`config.mk`:
```
export PLATFORM = sky130hd
export DESIGN_NAME = k_way_sorted_run_merge
export DESIGN_NICKNAME = d
export VERILOG_FILES = /design/src/design/kwm_pkg.sv /design/src/design/kwm_ram.sv /design/src/design/k_way_sorted_run_merge.sv
export SDC_FILE = /design/constraint.sdc
export NUM_CORES = 1
export LEC_CHECK = 0
export BUFFER_PORTS_ARGS = -buffer_cell sky130_fd_sc_hd__buf_4
export CORE_MARGIN = 10
export CORE_UTILIZATION = 35
export CTS_BUF_LIST = sky130_fd_sc_hd__clkbuf_8
export CTS_CLUSTER_SIZE = 16
export DETAILED_ROUTE_END_ITERATION = 8
export PLACE_DENSITY_LB_ADDON = 0.15
export SLEW_MARGIN = 20
export SYNTH_ARGS = -nofsm -noshare
export SYNTH_HDL_FRONTEND = slang
export SYNTH_SLANG_ARGS = --single-unit
```
`constraint.sdc`:
```
create_clock -name i_clk -period 15.05 [get_ports i_clk]
set_input_delay 4.515 -clock i_clk [delete_from_list [all_inputs] [get_ports i_clk]]
set_output_delay 4.515 -clock i_clk [all_outputs]
set_load 0.02 [all_outputs]
```
`src/design/kwm_pkg.sv`:
```
// Shared constants and types for the k-way sorted run merge.
package kwm_pkg;

    localparam int DEF_WAYS   = 8;
    localparam int VAL_W      = 32;
    localparam int WAY_W      = 3;
    localparam int CFG_W      = 4;
    localparam int ADDR_WAYS  = 8;
    localparam int CFG_RESET  = 8;

    typedef enum logic [1:0] {
        ST_IDLE,
        ST_CHECK,
        ST_SCAN,
        ST_PUSH
    } t_state;

endpackage

```
`src/design/kwm_ram.sv`:
```
// Generic single write port, single read port RAM with registered read data.
module kwm_ram #(
    parameter int WIDTH = 32,
    parameter int DEPTH = 8
) (
    input  logic                     i_clk,
    input  logic                     i_we,
    input  logic [$clog2(DEPTH)-1:0] i_waddr,
    input  logic [WIDTH-1:0]         i_wdata,
    input  logic                     i_re,
    input  logic [$clog2(DEPTH)-1:0] i_raddr,
    output logic [WIDTH-1:0]         o_rdata
);

    logic [WIDTH-1:0] r_mem [DEPTH];
    logic [WIDTH-1:0] r_rdata;

    always_ff @(posedge i_clk) begin
        if (i_we) begin
            r_mem[i_waddr] <= i_wdata;
        end
        if (i_re) begin
            r_rdata <= r_mem[i_raddr];
        end
    end

    assign o_rdata = r_rdata;

endmodule

```
`src/design/k_way_sorted_run_merge.sv`:
```
// Top level of the k-way sorted run merge: head memory, flags and scan sequencer.
// An accepted beat is applied to the head flags, and the emit condition is then checked in ST_CHECK.
// Each emitted result needs a scan of the head memory over the active runs at one read
// per cycle, a load into the output register once the output is free, and a recheck.
// A new input beat is taken once the sequencer is idle, even while a result waits.
// Synchronous active-low reset clears all flags, the sequencer and the output valid.
module k_way_sorted_run_merge
    import kwm_pkg::*;
#(
    parameter int WAYS = DEF_WAYS
) (
    input  logic                    i_clk,
    input  logic                    i_rst_n,
    input  logic                    i_cfg_we,
    input  logic [CFG_W-1:0]        i_cfg_wdata,
    input  logic                    i_in_valid,
    output logic                    o_in_stall,
    input  logic [WAY_W-1:0]        i_way,
    input  logic signed [VAL_W-1:0] i_element,
    input  logic                    i_carries_value,
    input  logic                    i_run_ends,
    output logic                    o_out_valid,
    input  logic                    i_out_stall,
    output logic signed [VAL_W-1:0] o_merged_value,
    output logic [WAY_W-1:0]        o_source_way,
    output logic                    o_has_value,
    output logic                    o_merge_done
);

    localparam int LIM = (WAYS < ADDR_WAYS) ? WAYS : ADDR_WAYS;
    localparam int IW  = $clog2(LIM);
    localparam int AW  = $clog2(WAYS);

    t_state r_state, n_state;
    logic [LIM-1:0]   r_full, n_full;
    logic [LIM-1:0]   r_fin, n_fin;
    logic [CFG_W-1:0] r_cfg;
    logic [IW-1:0]    r_idx, n_idx;
    logic             r_issuing, n_issuing;
    logic             r_pend, n_pend;
    logic [IW-1:0]    r_pend_idx, n_pend_idx;
    logic             r_best_any, n_best_any;
    logic signed [VAL_W-1:0] r_best_val, n_best_val;
    logic [IW-1:0]    r_best_idx, n_best_idx;
    logic             r_term, n_term;
    logic             r_out_valid, n_out_valid;
    logic signed [VAL_W-1:0] r_out_val, n_out_val;
    logic [WAY_W-1:0] r_out_way, n_out_way;
    logic             r_out_hv, n_out_hv;
    logic             r_out_done, n_out_done;

    logic [CFG_W-1:0] n_eff;
    logic [LIM-1:0]   act;
    logic [LIM-1:0]   best_oh;
    logic             in_acc;
    logic             way_ok;
    logic [IW-1:0]    way_idx;
    logic             ram_we;
    logic             ram_re;
    logic signed [VAL_W-1:0] ram_rdata;
    logic             ready;
    logic             any_full;
    logic             last_emit;
    logic             out_free;
    logic             take;

    always_comb begin
        if (r_cfg == '0) begin
            n_eff = CFG_W'(1);
        end else if (r_cfg > CFG_W'(LIM)) begin
            n_eff = CFG_W'(LIM);
        end else begin
            n_eff = r_cfg;
        end
        for (int i = 0; i < LIM; i++) begin
            act[i] = (CFG_W'(i) < n_eff);
        end
    end

    assign in_acc    = i_in_valid && !o_in_stall;
    assign way_idx   = IW'(i_way);
    assign way_ok    = ({1'b0, i_way} < n_eff) && !r_fin[way_idx];
    assign ram_we    = in_acc && way_ok && i_carries_value && !r_full[way_idx];
    assign ram_re    = (r_state == ST_SCAN) && r_issuing;
    assign ready     = &(r_full | r_fin | ~act);
    assign any_full  = |(r_full & act);
    assign best_oh   = LIM'(1) << r_best_idx;
    assign last_emit = ((r_full & act & ~best_oh) == '0) && (&(r_fin | ~act));
    assign out_free  = !r_out_valid || !i_out_stall;

    kwm_ram #(
        .WIDTH(VAL_W),
        .DEPTH(WAYS)
    ) u_head_ram (
        .i_clk  (i_clk),
        .i_we   (ram_we),
        .i_waddr(AW'(i_way)),
        .i_wdata(i_element),
        .i_re   (ram_re),
        .i_raddr(AW'(r_idx)),
        .o_rdata(ram_rdata)
    );

    always_comb begin
        n_state     = r_state;
        n_full      = r_full;
        n_fin       = r_fin;
        n_idx       = r_idx;
        n_issuing   = r_issuing;
        n_pend      = 1'b0;
        n_pend_idx  = r_pend_idx;
        n_best_any  = r_best_any;
        n_best_val  = r_best_val;
        n_best_idx  = r_best_idx;
        n_term      = r_term;
        n_out_valid = r_out_valid && i_out_stall;
        n_out_val   = r_out_val;
        n_out_way   = r_out_way;
        n_out_hv    = r_out_hv;
        n_out_done  = r_out_done;
        take        = 1'b0;
        o_in_stall  = (r_state != ST_IDLE);

        case (r_state)
            ST_IDLE: begin
                if (in_acc) begin
                    if (way_ok) begin
                        if (i_carries_value) begin
                            n_full[way_idx] = 1'b1;
                        end
                        if (i_run_ends) begin
                            n_fin[way_idx] = 1'b1;
                        end
                    end
                    n_state = ST_CHECK;
                end
            end
            ST_CHECK: begin
                if (!ready) begin
                    n_state = ST_IDLE;
                end else if (!any_full) begin
                    n_term  = 1'b1;
                    n_state = ST_PUSH;
                end else begin
                    n_term     = 1'b0;
                    n_idx      = '0;
                    n_issuing  = 1'b1;
                    n_best_any = 1'b0;
                    n_state    = ST_SCAN;
                end
            end
            ST_SCAN: begin
                if (r_issuing) begin
                    n_pend     = 1'b1;
                    n_pend_idx = r_idx;
                    if (CFG_W'(r_idx) == n_eff - CFG_W'(1)) begin
                        n_issuing = 1'b0;
                    end else begin
                        n_idx = r_idx + IW'(1);
                    end
                end
                if (r_pend) begin
                    take = r_full[r_pend_idx] && (!r_best_any || (ram_rdata < r_best_val));
                    if (take) begin
                        n_best_any = 1'b1;
                        n_best_val = ram_rdata;
                        n_best_idx = r_pend_idx;
                    end
                    if (CFG_W'(r_pend_idx) == n_eff - CFG_W'(1)) begin
                        n_state = ST_PUSH;
                    end
                end
            end
            ST_PUSH: begin
                if (out_free) begin
                    n_out_valid = 1'b1;
                    if (r_term) begin
                        n_out_val  = '0;
                        n_out_way  = '0;
                        n_out_hv   = 1'b0;
                        n_out_done = 1'b1;
                    end else begin
                        n_out_val  = r_best_val;
                        n_out_way  = WAY_W'(r_best_idx);
                        n_out_hv   = 1'b1;
                        n_out_done = last_emit;
                    end
                    if (r_term || last_emit) begin
                        n_full  = '0;
                        n_fin   = '0;
                        n_state = ST_IDLE;
                    end else begin
                        n_full[r_best_idx] = 1'b0;
                        n_state = ST_CHECK;
                    end
                end
            end
            default: begin
                n_state = ST_IDLE;
            end
        endcase
    end

    always_ff @(posedge i_clk) begin
        if (!i_rst_n) begin
            r_state     <= ST_IDLE;
            r_full      <= '0;
            r_fin       <= '0;
            r_cfg       <= CFG_W'(CFG_RESET);
            r_issuing   <= 1'b0;
            r_pend      <= 1'b0;
            r_best_any  <= 1'b0;
            r_term      <= 1'b0;
            r_out_valid <= 1'b0;
        end else begin
            r_state     <= n_state;
            r_full      <= n_full;
            r_fin       <= n_fin;
            if (i_cfg_we) begin
                r_cfg <= i_cfg_wdata;
            end
            r_issuing   <= n_issuing;
            r_pend      <= n_pend;
            r_best_any  <= n_best_any;
            r_term      <= n_term;
            r_out_valid <= n_out_valid;
        end
    end

    always_ff @(posedge i_clk) begin
        r_idx      <= n_idx;
        r_pend_idx <= n_pend_idx;
        r_best_val <= n_best_val;
        r_best_idx <= n_best_idx;
        r_out_val  <= n_out_val;
        r_out_way  <= n_out_way;
        r_out_hv   <= n_out_hv;
        r_out_done <= n_out_done;
    end

    assign o_out_valid    = r_out_valid;
    assign o_merged_value = r_out_val;
    assign o_source_way   = r_out_way;
    assign o_has_value    = r_out_hv;
    assign o_merge_done   = r_out_done;

    a_empty_is_done: assert property (@(posedge i_clk) disable iff (!i_rst_n)
        o_out_valid && !o_has_value |-> o_merge_done)
        else $error("empty result beat without merge_done");

    a_done_clears: assert property (@(posedge i_clk) disable iff (!i_rst_n)
        (r_state == ST_PUSH) && out_free && (r_term || last_emit)
        |=> (r_full == '0) && (r_fin == '0))
        else $error("flags not cleared at merge end");

    a_scan_range: assert property (@(posedge i_clk) disable iff (!i_rst_n)
        (r_state == ST_SCAN) && r_issuing |-> (CFG_W'(r_idx) < n_eff))
        else $error("head scan beyond active runs");

    a_push_has_head: assert property (@(posedge i_clk) disable iff (!i_rst_n)
        (r_state == ST_PUSH) && !r_term |-> r_best_any && r_full[r_best_idx])
        else $error("emitting a head that is not held");

endmodule
```
==> metrics.txt <==
FF-to-FF path depth 9; Clk pin slew, worst setup/hold paths 0.05 ns; Remaining Overflow, GRT 0; GRT Total Usage about an eighth; Lkg Pwr around 6.5 nW; register area share after synthesis 72.0%; via count 8,332; vias in the first global route 8,883; Top Usage Layer GRT met2; CTS Root Cell clkbuf_8; Slew Viols, Final 0; area added between synthesis and finish 16.3%; Final #Nets 1,122; GR Util met1 around 17%; synthesized flop and latch total 393; pwr dens between 100 and 150 mW/mm2; met2 GRT Util 20.8%; maximum root-to-sink buffer count 3; Post-CTS Resized 0; post-CTS setup buffer count 0; Routed Antenna Nets 0; Worst Skew approximately 0.024 ns; WP data required 15.26 ns; ys flop type edfxtp_1; # hold bufs at CTS 0; Worst Tran Pin Value 1.07 ns; wire per inst 20.8 um; routed vias/inst 4.92; syn avg cell area 17.6 um2; Die X 234 um; hold path cells 0; Top Ports between 80 and 90; minimum clock period between 6 and 7 ns; DRC viols 0; worst path arrival time 6.99 ns; first-pass GRT wire length ~54,000 um; hold_sp u_head_ram.o_rdata[0]; drt first pass iters 4; worst hold endpoint r_best_val[0]; f_max 147 MHz; largest area contributor in the netlist edfxtp_1; reg-to-reg setup timing slack 11.18 ns; cell row count a little under 80; top-area cell type share of the netlist area 68.6%; Final Cell Area 0.0186 mm2; dpl cell area 0.0174 mm2; Max IR drop VDD around 0.047 mV; Distinct cells, synth 67; R2R Path End u_head_ram.r_mem[0][22]; Place WS 7.62 ns; Worst-Skew Late Latency 0.59 ns; post-synthesis async set-or-reset flop share 0%; Tcrit/Tclk final 45.1%; Yosys Warn Count 0; Core Area between 0.04 and 0.05 mm2; RSZ-0062 raised after global routing no; Cells after Synth 910; maximum capacitance violations 0; Slew headroom 29.0%; CTS Buf Count 70; largest cells by area after synthesis edfxtp_1 69%, mux4_2 9.3%, dfxtp_1 3.4%; Post-DP HPWL 21,000 um; Reg2Reg Launch Point r_cfg[3]; drt total wl ~35,000 um; die height between 200 and 250 um; final total power 2.14 mW; Synthesized Nets 994; Die Footprint between 0.05 and 0.06 mm2; Setup TNS 0 ns; Initial Util a little over a third; clk sinks 393; Post-synth EDFFs 366; Synth Cell Area approximately 0.016 mm2; critical path startpoint category input port; CTS tree built; share of cells above drive strength 1 approximately 29%; GP Congestion 0.808; status completed; final worst setup slack 8.26 ns; final setup violating endpoints 0; worst-path maximum fanout 32; H-tree levels 3; Initial DRC Count between 400 and 500; final hold vios 0; CP Capture Type flop; WS Path Type in2reg; IO Port Bufs 84; largest net degree at the start of global routing 68; GR Layer Usage met3 2.68%; HP Class reg2reg; antenna violations before repair 2
[per-layer routing]
layer	up-vias	share of wire (%)
met4	2	2.8
met3	79	4.4
met5	-	0.057
met1	4179	45
met2	205	48
li1	3867	-
[state kept, by name, summed over array words and instances, names as in the netlist, 3 cells and up, named ones only]
register            count
u_head_ram.r_mem      256
r_idx                   3
r_fin                   8
r_cfg                   4
o_merged_value         32
r_full                  8
u_head_ram.o_rdata     32
r_pend_idx              3
r_best_val             32
r_best_idx              3
o_source_way            3
[logic make-up after synthesis]
kind of cell    count (synthesis)  share of synthesized area, %
flops                         393                          72.0
simple gates                  165                          5.54
compound gates                109                          4.59
mux                           108                          12.2
buf+inv                        88                          2.25
fa+ha+maj                      38                          2.97
xor+xnor                        9                         0.492
[per-stage QoR]
stage | util, % | hold WS [ns] | std cells
final | 41.1 | 0.449 | 1692
after global routing | 41.1 | 0.456 | 1690
after CTS | 41.1 | 0.445 | 1690
after detailed placement | 38.4 | 0.440 | 1566
after global placement | 38.4 | 0.424 | 1566
after floorplan | - | 0.417 | 910
[report_power, final]
part / switching, mW / total [mW] / internal [mW]
clock: 0.426 / 0.880 / 0.454
sequential: 0.00729 / 1.21 / 1.20
combinational: 0.0350 / 0.0583 / 0.0232
total: 0.468 / 2.14 / 1.68
[how the worst max path moves through the flow]
stage / from / to / slack [ns] / cells past startpoint
finish: i_way[1] / u_head_ram.r_mem[0][22] / 8.26 / 9
floorplan: i_way[2] / u_head_ram.r_mem[3][0] / 6.48 / 8
CTS: i_way[1] / u_head_ram.r_mem[0][22] / 8.24 / 9
detailed placement: i_way[1] / u_head_ram.r_mem[0][15] / 7.62 / 9
global route: i_way[2] / u_head_ram.r_mem[0][22] / 8.14 / 8
global placement: i_way[1] / u_head_ram.r_mem[0][12] / 7.63 / 9
[cells in the mapped netlist, types with 3 or more instances]
| cell type | number |
|---|---|
| edfxtp_1 | 366 |
| mux4_2 | 66 |
| nor2_1 | 57 |
| inv_1 | 46 |
| ha_1 | 38 |
| a21oi_1 | 37 |
| mux2_2 | 34 |
| dfxtp_1 | 27 |
| nand2_1 | 21 |
| clkbuf_1 | 20 |
| nor3_1 | 16 |
| buf_2 | 14 |
| o21ai_0 | 13 |
| nor2b_1 | 12 |
| a31oi_1 | 10 |
| nand3_1 | 9 |
| mux2i_1 | 8 |
| nor3_2 | 8 |
| nand2b_1 | 7 |
| a21o_1 | 6 |
| xnor2_1 | 6 |
| buf_1 | 5 |
| o31ai_1 | 5 |
| a211oi_1 | 4 |
| o22ai_1 | 4 |
| or3_1 | 4 |
| a211o_1 | 3 |
| a22oi_1 | 3 |
| and2_1 | 3 |
| and3_1 | 3 |
| nand3b_1 | 3 |
| nand4_1 | 3 |
| nor3b_1 | 3 |
| nor4_1 | 3 |
| nor4_2 | 3 |
| xor2_1 | 3 |
[layout make-up]
cell class              instances  area [um2]
diodes                          2        5.00
repair buffers                 98         736
multi-input cells             429        4200
inverters                      46         173
well taps                     600         751
clock inverters                50         214
clock buffers                  74        1020
flip-flops and latches        393       11500
fillers                      4140       26700
[critical path, stage by stage]
cell      delay (ns)
buf_4           0.17
ha_1            0.29
o21ai_0         0.14
a21oi_1         0.06
nor2_1          0.15
o221ai_2        0.16
or3_1           0.71
nor4_4          0.24
buf_4           0.53
[layout by cell type (no fill, tap or decap), types with 4 or more instances in the layout]
cell,synthesis,layout
mux4_2,66,66
clkinv_1,0,15
clkbuf_8,0,74
o22ai_1,4,4
nor3_1,16,14
nand2b_1,7,7
buf_4,1,98
mux2i_1,8,8
nor2b_1,12,9
or3_1,4,4
ha_1,38,38
a31oi_1,10,10
nand2_1,21,21
xnor2_1,6,6
o21ai_0,13,13
inv_1,46,68
a21o_1,6,6
dfxtp_1,27,27
a21oi_1,37,36
mux2_2,34,34
o31ai_1,5,5
clkinv_2,0,8
nor2_1,57,55
edfxtp_1,366,366
a211oi_1,4,4
nor3_2,8,10
nand3_1,9,9
Power figures use the tool's default switching activity.
